--- src/hdl/upst_pkg.sv ---
// Shared types, codes and defaults for the USB power source tracker.
// No dependencies; every other file of the block imports this package.
package upst_pkg;

  localparam int COUNT_BITS_DEF   = 13;
  localparam int CURRENT_BITS_DEF = 10;

  localparam int CMD_W       = 3;
  localparam int CUR_FIELD_W = 10;
  localparam int CFG_CNT_W   = 13;
  localparam int CFG_CUR_W   = 10;
  localparam int CFG_DATA_W  = 13;
  localparam int CFG_IDX_W   = 2;

  localparam logic [CMD_W-1:0] CMD_ENABLE  = 3'd0;
  localparam logic [CMD_W-1:0] CMD_DISABLE = 3'd1;
  localparam logic [CMD_W-1:0] CMD_VBUS    = 3'd2;
  localparam logic [CMD_W-1:0] CMD_GRANT   = 3'd3;
  localparam logic [CMD_W-1:0] CMD_SUSPEND = 3'd4;
  localparam logic [CMD_W-1:0] CMD_TICK    = 3'd5;

  localparam logic [1:0] ST_DONE    = 2'd0;
  localparam logic [1:0] ST_IGNORED = 2'd1;
  localparam logic [1:0] ST_BUSY    = 2'd2;
  localparam logic [1:0] ST_STARTED = 2'd3;

  localparam logic [1:0] SRC_NONE    = 2'd0;
  localparam logic [1:0] SRC_BUS     = 2'd1;
  localparam logic [1:0] SRC_CHARGER = 2'd2;

  localparam logic [1:0] PH_IDLE   = 2'd0;
  localparam logic [1:0] PH_PULLUP = 2'd1;
  localparam logic [1:0] PH_LINES  = 2'd2;

  localparam logic [CFG_IDX_W-1:0] REG_PULLUP_LIMIT = 2'd0;
  localparam logic [CFG_IDX_W-1:0] REG_LINE_LIMIT   = 2'd1;
  localparam logic [CFG_IDX_W-1:0] REG_CHARGER_MA   = 2'd2;
  localparam logic [CFG_IDX_W-1:0] REG_NONCONF_MA   = 2'd3;

  localparam logic [CFG_CNT_W-1:0] PULLUP_LIMIT_RST = 13'd100;
  localparam logic [CFG_CNT_W-1:0] LINE_LIMIT_RST   = 13'd5000;
  localparam logic [CFG_CUR_W-1:0] CHARGER_MA_RST   = 10'd1000;
  localparam logic [CFG_CUR_W-1:0] NONCONF_MA_RST   = 10'd500;

  typedef struct packed {
    logic [CMD_W-1:0]       command;
    logic                   vbus_level;
    logic [CUR_FIELD_W-1:0] requested_ma;
    logic                   pullup_seen;
    logic                   dplus;
    logic                   dminus;
  } upst_item_t;

  typedef struct packed {
    logic [1:0]             status;
    logic                   power_changed;
    logic                   host_changed;
    logic                   host_attached;
    logic [1:0]             power_source;
    logic [CUR_FIELD_W-1:0] draw_ma;
    logic                   disconnect_request;
  } upst_result_t;

  typedef struct packed {
    logic [CFG_CNT_W-1:0] pullup_limit;
    logic [CFG_CNT_W-1:0] line_limit;
    logic [CFG_CUR_W-1:0] charger_ma;
    logic [CFG_CUR_W-1:0] nonconforming_ma;
  } upst_cfg_t;

endpackage

--- src/hdl/upst_if.sv ---
// Valid/ready channel interfaces for command transactions and result transactions.
// Depends on upst_pkg for the field widths.
interface upst_in_if import upst_pkg::*; ();
  logic                   valid;
  logic                   ready;
  logic [CMD_W-1:0]       command;
  logic                   vbus_level;
  logic [CUR_FIELD_W-1:0] requested_ma;
  logic                   pullup_seen;
  logic                   dplus;
  logic                   dminus;

  modport source (output valid, command, vbus_level, requested_ma, pullup_seen, dplus,
                  dminus, input ready);
  modport sink   (input valid, command, vbus_level, requested_ma, pullup_seen, dplus,
                  dminus, output ready);
endinterface

interface upst_out_if import upst_pkg::*; ();
  logic                   valid;
  logic                   ready;
  logic [1:0]             status;
  logic                   power_changed;
  logic                   host_changed;
  logic                   host_attached;
  logic [1:0]             power_source;
  logic [CUR_FIELD_W-1:0] draw_ma;
  logic                   disconnect_request;

  modport source (output valid, status, power_changed, host_changed, host_attached,
                  power_source, draw_ma, disconnect_request, input ready);
  modport sink   (input valid, status, power_changed, host_changed, host_attached,
                  power_source, draw_ma, disconnect_request, output ready);
endinterface

--- src/hdl/usb_power_source_tracker_top.sv ---
// Top level of the USB power source tracker: channels, config registers, pipeline.
// Depends on upst_pkg, upst_if and upst_engine.
//
// Each command transaction yields exactly one result transaction. A command is
// captured in an input register, decoded against the tracker state, and its
// result lands in an output register; with the result side ready the block
// takes one command per clock, and the result is valid once it is in that register.
// Throughput is set only by the output register draining. Configuration writes
// (cfg_we, cfg_index, cfg_data) take effect at once and must be made while no
// command is in flight.
module usb_power_source_tracker_top import upst_pkg::*; #(
  parameter int COUNT_BITS   = COUNT_BITS_DEF,
  parameter int CURRENT_BITS = CURRENT_BITS_DEF
) (
  input  logic                  clk,
  input  logic                  rst_n,
  upst_in_if.sink               in_ch,
  upst_out_if.source            out_ch,
  input  logic                  cfg_we,
  input  logic [CFG_IDX_W-1:0]  cfg_index,
  input  logic [CFG_DATA_W-1:0] cfg_data
);

  upst_cfg_t    cfg_r;
  logic         s1_valid_r, s1_valid_nxt;
  upst_item_t   s1_item_r;
  logic         out_valid_r, out_valid_nxt;
  upst_result_t out_res_r;
  upst_result_t res;
  logic         advance;
  logic         in_take;

  assign advance       = s1_valid_r && (!out_valid_r || out_ch.ready);
  assign in_ch.ready   = !s1_valid_r || advance;
  assign in_take       = in_ch.valid && in_ch.ready;
  assign s1_valid_nxt  = in_take || (s1_valid_r && !advance);
  assign out_valid_nxt = advance || (out_valid_r && !out_ch.ready);

  upst_engine #(
    .COUNT_BITS   (COUNT_BITS),
    .CURRENT_BITS (CURRENT_BITS)
  ) u_engine (
    .clk   (clk),
    .rst_n (rst_n),
    .fire  (advance),
    .item  (s1_item_r),
    .cfg   (cfg_r),
    .res   (res)
  );

  always_ff @(posedge clk) begin
    if (!rst_n) begin
      cfg_r.pullup_limit     <= PULLUP_LIMIT_RST;
      cfg_r.line_limit       <= LINE_LIMIT_RST;
      cfg_r.charger_ma       <= CHARGER_MA_RST;
      cfg_r.nonconforming_ma <= NONCONF_MA_RST;
    end else if (cfg_we) begin
      case (cfg_index)
        REG_PULLUP_LIMIT: cfg_r.pullup_limit     <= cfg_data[CFG_CNT_W-1:0];
        REG_LINE_LIMIT:   cfg_r.line_limit       <= cfg_data[CFG_CNT_W-1:0];
        REG_CHARGER_MA:   cfg_r.charger_ma       <= cfg_data[CFG_CUR_W-1:0];
        REG_NONCONF_MA:   cfg_r.nonconforming_ma <= cfg_data[CFG_CUR_W-1:0];
        default: begin
        end
      endcase
    end
  end

  always_ff @(posedge clk) begin
    if (!rst_n) begin
      s1_valid_r  <= 1'b0;
      out_valid_r <= 1'b0;
    end else begin
      s1_valid_r  <= s1_valid_nxt;
      out_valid_r <= out_valid_nxt;
    end
  end

  always_ff @(posedge clk) begin
    if (in_take) begin
      s1_item_r.command      <= in_ch.command;
      s1_item_r.vbus_level   <= in_ch.vbus_level;
      s1_item_r.requested_ma <= in_ch.requested_ma;
      s1_item_r.pullup_seen  <= in_ch.pullup_seen;
      s1_item_r.dplus        <= in_ch.dplus;
      s1_item_r.dminus       <= in_ch.dminus;
    end
    if (advance) begin
      out_res_r <= res;
    end
  end

  assign out_ch.valid              = out_valid_r;
  assign out_ch.status             = out_res_r.status;
  assign out_ch.power_changed      = out_res_r.power_changed;
  assign out_ch.host_changed       = out_res_r.host_changed;
  assign out_ch.host_attached      = out_res_r.host_attached;
  assign out_ch.power_source       = out_res_r.power_source;
  assign out_ch.draw_ma            = out_res_r.draw_ma;
  assign out_ch.disconnect_request = out_res_r.disconnect_request;

endmodule

--- src/hdl/upst_engine.sv ---
// Tracker state and the single-pass command decode that updates it.
// Depends on upst_pkg; state advances on fire, result is combinational.
module upst_engine import upst_pkg::*; #(
  parameter int COUNT_BITS   = COUNT_BITS_DEF,
  parameter int CURRENT_BITS = CURRENT_BITS_DEF
) (
  input  logic         clk,
  input  logic         rst_n,
  input  logic         fire,
  input  upst_item_t   item,
  input  upst_cfg_t    cfg,
  output upst_result_t res
);

  localparam int CW = CURRENT_BITS;
  localparam int KW = COUNT_BITS;

  logic          enabled_r, enabled_nxt;
  logic          vbus_r, vbus_nxt;
  logic [CW-1:0] allowed_r, allowed_nxt;
  logic [1:0]    src_r, src_nxt;
  logic          host_r, host_nxt;
  logic [1:0]    phase_r, phase_nxt;
  logic [KW-1:0] elapsed_r, elapsed_nxt;
  logic [CW-1:0] saved_r, saved_nxt;

  logic [CW+CUR_FIELD_W-1:0] req_ext;
  logic [CW-1:0]             req_c;
  logic [CW+CFG_CUR_W-1:0]   fin_ext;
  logic [CFG_CUR_W-1:0]      fin_raw;
  logic [CW-1:0]             fin_c;
  logic [CW+CUR_FIELD_W-1:0] out_ext;
  logic                      ended;
  logic                      do_vbus;

  function automatic logic reached(input logic [KW-1:0] el, input logic [CFG_CNT_W-1:0] lim);
    logic [KW+CFG_CNT_W-1:0] a;
    logic [KW+CFG_CNT_W-1:0] b;
    a = {{CFG_CNT_W{1'b0}}, el};
    b = {{KW{1'b0}}, lim};
    return (a >= b) || (el == {KW{1'b1}});
  endfunction

  assign req_ext = {{CW{1'b0}}, item.requested_ma};
  assign req_c   = req_ext[CW-1:0];
  assign fin_ext = {{CW{1'b0}}, fin_raw};
  assign fin_c   = fin_ext[CW-1:0];

  always_comb begin
    enabled_nxt = enabled_r;
    vbus_nxt    = vbus_r;
    allowed_nxt = allowed_r;
    src_nxt     = src_r;
    host_nxt    = host_r;
    phase_nxt   = phase_r;
    elapsed_nxt = elapsed_r;
    saved_nxt   = saved_r;
    fin_raw     = '0;
    ended       = 1'b0;
    do_vbus     = 1'b0;
    res         = '0;
    res.status  = ST_IGNORED;

    if (phase_r != PH_IDLE) begin
      res.status = ST_BUSY;
      if (item.command == CMD_TICK) begin
        if (phase_r == PH_PULLUP) begin
          if (item.pullup_seen) begin
            phase_nxt   = PH_LINES;
            elapsed_nxt = '0;
          end else if (reached(elapsed_r, cfg.pullup_limit)) begin
            ended = 1'b1;
          end else if (elapsed_r != {KW{1'b1}}) begin
            elapsed_nxt = elapsed_r + 1'b1;
          end
        end
        if (!ended && phase_nxt == PH_LINES) begin
          if (item.dplus && item.dminus) begin
            fin_raw = cfg.charger_ma;
            ended   = 1'b1;
          end else if (!item.dplus && !item.dminus) begin
            ended = 1'b1;
          end else if (reached(elapsed_nxt, cfg.line_limit)) begin
            fin_raw = item.dplus ? cfg.nonconforming_ma : '0;
            ended   = 1'b1;
          end else if (elapsed_nxt != {KW{1'b1}}) begin
            elapsed_nxt = elapsed_nxt + 1'b1;
          end
        end
        if (ended) begin
          if (fin_c != '0) begin
            allowed_nxt = fin_c;
            src_nxt     = SRC_CHARGER;
          end
          phase_nxt           = PH_IDLE;
          elapsed_nxt         = '0;
          res.status          = ST_DONE;
          res.power_changed   = (saved_r != allowed_nxt);
        end
      end
    end else begin
      case (item.command)
        CMD_ENABLE: begin
          if (!enabled_r) begin
            enabled_nxt = 1'b1;
            do_vbus     = 1'b1;
          end
        end
        CMD_DISABLE: begin
          if (enabled_r) begin
            vbus_nxt          = 1'b0;
            allowed_nxt       = '0;
            src_nxt           = SRC_NONE;
            enabled_nxt       = 1'b0;
            res.power_changed = (allowed_r != '0);
            res.status        = ST_DONE;
          end
        end
        CMD_VBUS: begin
          do_vbus = enabled_r;
        end
        CMD_GRANT: begin
          if (enabled_r && vbus_r && !(src_r != SRC_BUS && req_c == '0)) begin
            allowed_nxt = req_c;
            src_nxt     = (req_c != '0) ? SRC_BUS : SRC_NONE;
            if ((src_r == SRC_BUS) != (src_nxt == SRC_BUS)) begin
              host_nxt = (src_nxt == SRC_BUS);
            end
            res.host_changed  = (host_r != host_nxt);
            res.power_changed = (allowed_r != allowed_nxt);
            res.status        = ST_DONE;
          end
        end
        CMD_SUSPEND: begin
          if (enabled_r) begin
            if (src_r == SRC_BUS) begin
              allowed_nxt = '0;
              src_nxt     = SRC_NONE;
            end
            res.power_changed = (allowed_r != allowed_nxt);
            res.status        = ST_DONE;
          end
        end
        default: begin
        end
      endcase

      if (do_vbus) begin
        vbus_nxt    = item.vbus_level;
        allowed_nxt = '0;
        src_nxt     = SRC_NONE;
        if (!item.vbus_level && host_r) begin
          host_nxt         = 1'b0;
          res.host_changed = 1'b1;
        end
        res.disconnect_request = vbus_r && !item.vbus_level;
        if (!vbus_r && item.vbus_level) begin
          phase_nxt   = PH_PULLUP;
          elapsed_nxt = '0;
          saved_nxt   = allowed_r;
          res.status  = ST_STARTED;
        end else begin
          res.power_changed = (allowed_r != '0);
          res.status        = ST_DONE;
        end
      end
    end

    out_ext           = {{CUR_FIELD_W{1'b0}}, allowed_nxt};
    res.draw_ma       = out_ext[CUR_FIELD_W-1:0];
    res.host_attached = host_nxt;
    res.power_source  = src_nxt;
  end

  always_ff @(posedge clk) begin
    if (!rst_n) begin
      enabled_r <= 1'b0;
      vbus_r    <= 1'b0;
      allowed_r <= '0;
      src_r     <= SRC_NONE;
      host_r    <= 1'b0;
      phase_r   <= PH_IDLE;
      elapsed_r <= '0;
      saved_r   <= '0;
    end else if (fire) begin
      enabled_r <= enabled_nxt;
      vbus_r    <= vbus_nxt;
      allowed_r <= allowed_nxt;
      src_r     <= src_nxt;
      host_r    <= host_nxt;
      phase_r   <= phase_nxt;
      elapsed_r <= elapsed_nxt;
      saved_r   <= saved_nxt;
    end
  end

`ifndef NO_ASSERTIONS
  a_detect_no_power: assert property (@(posedge clk) disable iff (!rst_n)
    (phase_r != PH_IDLE) |-> (allowed_r == '0 && src_r == SRC_NONE))
    else $error("power granted while detection runs");

  a_source_matches_current: assert property (@(posedge clk) disable iff (!rst_n)
    (src_r == SRC_NONE) == (allowed_r == '0))
    else $error("source and allowed current disagree");

  a_start_arms_timer: assert property (@(posedge clk) disable iff (!rst_n)
    (fire && res.status == ST_STARTED) |=> (phase_r == PH_PULLUP && elapsed_r == '0))
    else $error("detection start did not arm pull-up phase");

  a_idle_tick_ignored: assert property (@(posedge clk) disable iff (!rst_n)
    (fire && phase_r == PH_IDLE && item.command == CMD_TICK) |-> (res.status == ST_IGNORED))
    else $error("tick outside detection not ignored");
`endif

endmodule
--- src/flat_wrapper.sv ---
// flat-port wrapper written by rule: the top's interface ports become plain ports
module usb_power_source_tracker_top_flat import upst_pkg::*;
#(
  parameter int COUNT_BITS   = COUNT_BITS_DEF,
  parameter int CURRENT_BITS = CURRENT_BITS_DEF
)
  (clk, rst_n, cfg_we, cfg_index, cfg_data, in_ch_valid, in_ch_command, in_ch_vbus_level, in_ch_requested_ma, in_ch_pullup_seen, in_ch_dplus, in_ch_dminus, in_ch_ready, out_ch_valid, out_ch_status, out_ch_power_changed, out_ch_host_changed, out_ch_host_attached, out_ch_power_source, out_ch_draw_ma, out_ch_disconnect_request, out_ch_ready);
  upst_in_if in_ch_i ();
  upst_out_if out_ch_i ();
  input  logic clk;
  input  logic rst_n;
  input  logic cfg_we;
  input  logic [CFG_IDX_W-1:0] cfg_index;
  input  logic [CFG_DATA_W-1:0] cfg_data;
  input wire logic [$bits(in_ch_i.valid)-1:0] in_ch_valid;
  input wire logic [$bits(in_ch_i.command)-1:0] in_ch_command;
  input wire logic [$bits(in_ch_i.vbus_level)-1:0] in_ch_vbus_level;
  input wire logic [$bits(in_ch_i.requested_ma)-1:0] in_ch_requested_ma;
  input wire logic [$bits(in_ch_i.pullup_seen)-1:0] in_ch_pullup_seen;
  input wire logic [$bits(in_ch_i.dplus)-1:0] in_ch_dplus;
  input wire logic [$bits(in_ch_i.dminus)-1:0] in_ch_dminus;
  output wire logic [$bits(in_ch_i.ready)-1:0] in_ch_ready;
  output wire logic [$bits(out_ch_i.valid)-1:0] out_ch_valid;
  output wire logic [$bits(out_ch_i.status)-1:0] out_ch_status;
  output wire logic [$bits(out_ch_i.power_changed)-1:0] out_ch_power_changed;
  output wire logic [$bits(out_ch_i.host_changed)-1:0] out_ch_host_changed;
  output wire logic [$bits(out_ch_i.host_attached)-1:0] out_ch_host_attached;
  output wire logic [$bits(out_ch_i.power_source)-1:0] out_ch_power_source;
  output wire logic [$bits(out_ch_i.draw_ma)-1:0] out_ch_draw_ma;
  output wire logic [$bits(out_ch_i.disconnect_request)-1:0] out_ch_disconnect_request;
  input wire logic [$bits(out_ch_i.ready)-1:0] out_ch_ready;
  assign in_ch_i.valid = in_ch_valid;
  assign in_ch_i.command = in_ch_command;
  assign in_ch_i.vbus_level = in_ch_vbus_level;
  assign in_ch_i.requested_ma = in_ch_requested_ma;
  assign in_ch_i.pullup_seen = in_ch_pullup_seen;
  assign in_ch_i.dplus = in_ch_dplus;
  assign in_ch_i.dminus = in_ch_dminus;
  assign in_ch_ready = in_ch_i.ready;
  assign out_ch_valid = out_ch_i.valid;
  assign out_ch_status = out_ch_i.status;
  assign out_ch_power_changed = out_ch_i.power_changed;
  assign out_ch_host_changed = out_ch_i.host_changed;
  assign out_ch_host_attached = out_ch_i.host_attached;
  assign out_ch_power_source = out_ch_i.power_source;
  assign out_ch_draw_ma = out_ch_i.draw_ma;
  assign out_ch_disconnect_request = out_ch_i.disconnect_request;
  assign out_ch_i.ready = out_ch_ready;
  usb_power_source_tracker_top #(.COUNT_BITS(COUNT_BITS), .CURRENT_BITS(CURRENT_BITS)) u_core (.clk(clk), .rst_n(rst_n), .in_ch(in_ch_i), .out_ch(out_ch_i), .cfg_we(cfg_we), .cfg_index(cfg_index), .cfg_data(cfg_data));
endmodule
--- config.mk ---
export PLATFORM = sky130hd
export DESIGN_NAME = usb_power_source_tracker_top_flat
export DESIGN_NICKNAME = d
export VERILOG_FILES = /design/src/hdl/upst_pkg.sv /design/src/hdl/upst_if.sv /design/src/hdl/usb_power_source_tracker_top.sv /design/src/hdl/upst_engine.sv /design/src/flat_wrapper.sv
export SDC_FILE = /design/constraint.sdc
export NUM_CORES = 1
export LEC_CHECK = 0
export ABC_CLOCK_PERIOD_IN_PS = 5800
export CAP_MARGIN = 40
export CORE_MARGIN = 2
export CORE_UTILIZATION = 60
export DETAILED_ROUTE_END_ITERATION = 7
export DONT_BUFFER_PORTS = 1
export PLACE_DENSITY_LB_ADDON = 0.2
export SLEW_MARGIN = 10
export SYNTH_ARGS = -nofsm -noshare
export SYNTH_HDL_FRONTEND = slang
export SYNTH_HIERARCHICAL = 1
export SYNTH_SLANG_ARGS = --single-unit
--- constraint.sdc ---
create_clock -name clk -period 5.8 [get_ports clk]
set_clock_uncertainty 0.2 [all_clocks]
set_input_delay 1.16 -clock clk [delete_from_list [all_inputs] [get_ports clk]]
set_output_delay 1.16 -clock clk [all_outputs]
set_load 0.01 [all_outputs]
After elaboration in Yosys (flattened, before gate mapping)
Index checks and enable logic that the tools add are counted.
- register bits: 123
- latch bits: 0
- RAM bits: 0
- bits in read-only memories: 0
- input port bits: 37
- output and inout port bits: 20
- word-level logic and storage cells: 204
- memories kept: 0
- add/subtract/negate cells: 2
- multiply operators: 0
- divide/modulo/power cells: 0
- magnitude comparators: 2
- equal/unequal tests: 23
- shift operators: 0
- multiplexer cells: 98
- bitwise operators: 2
- reduce and logical (&&, ||, !) cells: 50
- operator list (cell ; count):
    $mux W10 ; 22
    $mux W13 ; 16
    $mux W2 ; 21
    $ne A10 B10 Y1 ; 3
    $pmux W10 S3 ; 1
    $reduce_bool A10 Y1 ; 3
    $mux W1 ; 29
    $add A13 B1 Y13 const B ; 2
    $eq A13 B13 Y1 const B ; 2
    $ge A13 B13 Y1 ; 2
    $ne A13 B13 Y1 const B ; 2
    $logic_and A1 B1 Y1 ; 13
    $mux W3 ; 4
    $reduce_and A4 Y1 ; 3
    $reduce_bool A2 Y1 ; 6
    $logic_not A1 Y1 ; 10
    $logic_not A10 Y1 ; 1
    $pmux W3 S3 ; 1
    $reduce_and A2 Y1 ; 4
    $eq A2 B1 Y1 const B ; 3
    $eq A2 B2 Y1 const B ; 3
    $eq A3 B2 Y1 const B ; 2
    $eq A3 B3 Y1 const B ; 2
    $logic_or A1 B1 Y1 ; 6
    other kinds (12) ; 16

Logic depth before layout (Yosys ltp)
- depth after elaboration: 24
- depth in mapped cells: 25
- mapped depth without buffers: 23

Cells and area by module
The synthesis kept the hierarchy.
- by module, submodules not included (module ; times used ; cells each ; area an instance (um2) ; seq. area each (um2)):
    upst_engine ; 1 ; 630 ; 4618.2 ; 800.8
    usb_power_source_tracker_top ; 1 ; 225 ; 2984.1 ; 2011.9

Worst setup path before layout
Ideal clock, no wire load.
- path type: register -> register
- start point: reg u_core.u_engine.elapsed_r[0]
- end point: reg u_core.out_res_r, in the netlist u_core/out_ch.power_changed, data pin
- library setup time: 276 ps
- arrival: 4353 ps
- data required time: 5324 ps
- path slack: 971 ps
- stages on the path, launching flop included: 24
- buffers on the path: 2
- clock period less this slack: 4829 ps
- cells stage by stage: dfxtp_1 -> buf_2 -> inv_1 -> ha_1 -> nor3b_2 -> nor2_1 -> o311a_2 -> nor3_1 -> mux2_2 -> inv_1 -> ha_1 -> nand2_1 -> or2_2 -> o31ai_1 -> a21oi_1 -> o21a_1 -> nand2b_1 -> o31ai_4 -> and2_1 -> buf_4 -> a222oi_1 -> and2_1 -> a2111oi_2 -> a41oi_1
- RTL lines (what ; RTL line ; source):
    from (decl) ; upst_engine.sv:24 ; logic [KW-1:0] elapsed_r, elapsed_nxt;
    from (signal assigned) ; upst_engine.sv:192 ; elapsed_r <= elapsed_nxt;
    to (signal assigned) ; usb_power_source_tracker_top.sv:89 ; out_res_r <= res;
    to (decl) ; usb_power_source_tracker_top.sv:28 ; upst_result_t out_res_r;

==> flow_metrics.py <==
metrics = {
    "worst_setup_path": {
        "crit_slowest_cell": "dfxtp_1",
        "cp_top_family": "compound AO/OA/AOI/OAI gates",
        "worstPathRequired_ns": 5.75,
        "cp_num_buf_inv": 1,
        "path_class": "flop to flop",
        "cp-start-kind": "flop",
        "cpPeakStageDelay_ns": 0.48,
        "worstPathMaxFanout": 13,
        "endpoint_kind": "flop",
        "worstPathArrival_ns": 5.48,
        "crit_chain": "ha_1 > o21ai_1 > nor2_1 > o311a_2 > nor3_4 > o21ai_0 > a32o_1 > ha_1 > nand4bb_1 > o22ai_1 > nand4_1 > nor3_1 > a211oi_1 > nand4b_1 > buf_4 > nor3_4 > a21oi_4 > a222oi_1 > and2_1 > a2111oi_2 > a41oi_1",
    },
    "placed_design": {
        "dp_hpwl_um": 15900,
        "port_buffers": 0,
        "place_inst": 993,
        "post-place-ws_ns": 0.263,
        "placed_area_um2": 7720,
        "gp_congestion": 1.00,
    },
    "floorplanning": {
        "core.rowCount": 41,
        "coreArea_um2": 12500,
        "die_x_um": 117,
        "io_pins": 57,
        "die-area_um2": 13600,
        "die_y_um": 117,
        "start_util": 0.607,
    },
    "power_and_ir_drop": {
        "seq_power_share": 0.457,
        "total_power_mw": 2.07,
        "p_leak_nw": 3.43,
        "p_comb_frac": 0.055,
        "p_int_mw": 1.59,
        "power.density_nw_per_um2": 248,
        "p_sw_uw": 476,
        "ir_drop_v": 0.000213,
        "switching_share": 0.230,
        "pwr-share-clk": 0.488,
    },
    "layout": {
        "drive_gt1_frac": 0.0948,
        "antenna_cells": 0,
        "fin_util": 0.665,
        "stdcell_count": 1026,
        "nets": 907,
        "final_cell_area_um2": 8330,
        "fillers": 1029,
        "synthToLayoutAreaGrowth_pct": 9.53,
    },
    "grt": {
        "grt_pass1_wl_um": 33200,
        "grt_max_degree": 73,
        "grt_overflow": 0,
        "antenna_found_initial": 0,
        "use_met3": 0.0701,
        "grt_pass1_vias": 6269,
        "met1_usage": 0.448,
        "busiest_layer": "met2",
        "use_met2": 0.491,
        "grt_use_total": 0.323,
    },
    "yosys": {
        "ys_ff_latch": 123,
        "syn_area_per_cell_um2": 8.89,
        "yosys_warnings": 6,
        "syn_area_um2": 7600,
        "synth-async-reset-ratio": 0,
        "syn_nets": 921,
        "synth_ff_type": "dfxtp_1",
        "post_synth_num_cell_types": 91,
        "syn_inst": 855,
        "ys_seq_area_frac": 0.370,
        "synth-edff-count": 35,
    },
    "timing": {
        "fmax_mhz": 181,
        "tightest_slew_ns": 0.746,
        "worst_slack_ns": 0.270,
        "setup_viol": 0,
        "holdWs_ns": 0.263,
        "tns_ns": 0,
        "hold_viol": 0,
        "period_minus_slack_ns": 5.53,
        "slew_headroom": 0.501,
        "period_share": 0.953,
        "slew_viol_final": 0,
    },
    "outcome": {
        "run_status": "completed",
    },
    "route": {
        "drc": 0,
        "vias": 6642,
        "wirelength_um": 21300,
        "drtPass1Iterations": 8,
        "drtIter0Drc": 841,
        "vias_per_cell": 6.47,
        "wire_per_inst_um": 20.7,
        "antenna_left": 0,
    },
    "clocking": {
        "cts.clk_slew.worst_paths_ns": 0.06,
        "htreeDepth": 4,
        "cts_tree": "built",
        "clock-sinks": 123,
        "clockBufferDepth": 2,
        "root_buffer": "clkbuf_16",
        "cts_buffers": 17,
        "ctsHoldBuffers": 0,
        "worstSkewPairLatency_ns": 0.42,
    },
    "min_path": {
        "min_path_type": "flop to flop",
    },
    "flow_run": {
        "maxCapViolCount": 0,
    },
}
-- kinds of logic after synthesis --
| family | synth area share |
|---|---|
| multiplexers | 0.0904 |
| AND/OR/NAND/NOR | 0.238 |
| buffers and inverters | 0.0556 |
| XOR/XNOR | 0.0265 |
| flip-flops | 0.370 |
| adder cells (fa/ha/maj) | 0.0477 |
| AO/OA/AOI/OAI | 0.171 |
-- layout by cell type, fill, tap and decap left out, types with 6 or more instances in the layout --
cell type / synthesis / layout
dfxtp_1: 88 / 88
a21o_1: 8 / 8
and2_1: 9 / 8
a21oi_1: 35 / 34
nand2b_1: 16 / 16
edfxtp_1: 35 / 35
a22oi_1: 15 / 15
a211oi_1: 6 / 6
a22o_1: 8 / 8
nor2b_1: 37 / 36
nand4_1: 14 / 14
xor2_1: 15 / 15
nand3_1: 28 / 28
mux2i_1: 63 / 63
o21ai_0: 19 / 19
nor3_1: 15 / 15
and3_1: 8 / 8
o22ai_1: 6 / 6
xnor2_1: 8 / 8
nor4_1: 13 / 12
inv_1: 50 / 50
buf_4: 7 / 12
ha_1: 29 / 28
a31oi_1: 9 / 9
nand3b_1: 6 / 6
nand2_1: 89 / 89
o21a_1: 6 / 6
clkbuf_16: 0 / 17
nor2_1: 69 / 69
-- layout make-up --
cell class | instances | area (µm²) | area share
inverter | 52 | 195 | 0.0234
tap | 172 | 215 | 0.0258
clock inverter | 6 | 62.6 | 0.00751
multi-input combinational | 633 | 4410 | 0.530
timing repair buffer | 14 | 129 | 0.0155
sequential | 123 | 2810 | 0.338
clock buffer | 26 | 499 | 0.0600
-- power groups by stage --
| stage | clock network (mW) | registers, mW | logic, mW |
|---|---|---|---|
| floorplan | 0 | 0.947 | 0.0985 |
| global placement | 0 | 0.962 | 0.104 |
| detailed placement | 0 | 0.963 | 0.111 |
| CTS | 1.02 | 0.945 | 0.111 |
| global route | 1.06 | 0.949 | 0.124 |
| finish | 1.01 | 0.946 | 0.114 |
-- synthesized netlist by cell type, types with 13 or more instances --
library cell | instances | area [µm²]
a21oi_1 | 35 | 175
a22oi_1 | 15 | 113
clkbuf_1 | 27 | 101
dfxtp_1 | 88 | 1760
edfxtp_1 | 35 | 1050
ha_1 | 29 | 363
inv_1 | 50 | 188
mux2i_1 | 63 | 631
nand2_1 | 89 | 334
nand2b_1 | 16 | 100
nand3_1 | 28 | 140
nand4_1 | 14 | 87.6
nor2_1 | 69 | 259
nor2b_1 | 37 | 231
nor3_1 | 15 | 75.1
nor4_1 | 13 | 81.3
o21ai_0 | 19 | 95.1
xor2_1 | 15 | 131
-- routing by layer --
| layer | up-vias | routed length (µm) |
|---|---|---|
| met4 | 0 | 589 |
| met3 | 48 | 1650 |
| li1 | 3084 | - |
| met5 | - | 0 |
| met1 | 3194 | 9400 |
| met2 | 316 | 9630 |
-- flip-flops by register name, summed over array words and instances (netlist names), 2 cells and up --
signal and cells:
u_core/cfg_r 46, u_core/out_ch.draw_ma 10, u_core/out_ch.power_source 2, u_core/out_ch.status 2
u_core/s1_item_r 17, u_core/u_engine/allowed_r 10, u_core/u_engine/elapsed_r 13, u_core/u_engine/phase_r 2
u_core/u_engine/saved_r 10, u_core/u_engine/src_r 2
-- worst min-delay path, stage by stage, from the launching register on --
cell and delay [ns]:
dfxtp_1 0.31, nand2_1 0.05, mux2i_1 0.06
-- what timing repair did --
action                                  CTS  global route
setup buffers                             0             1
hold endpoints to repair                  0             0
endpoints found under the setup margin    0             5
resized for setup                         0             7
-- final timing paths --
check / from / end / slack, ns / depth (start not counted)
min: u_core/cfg_r[37] / u_core/cfg_r[37] / 0.26 / 2
max reg2reg: u_core/u_engine/elapsed_r[1] / u_core/out_ch.power_changed / 0.27 / 21
min reg2reg: u_core/cfg_r[37] / u_core/cfg_r[37] / 0.26 / 2
max: u_core/u_engine/elapsed_r[1] / u_core/out_ch.power_changed / 0.27 / 21
Note: power is estimated with default switching activity, not from simulation.
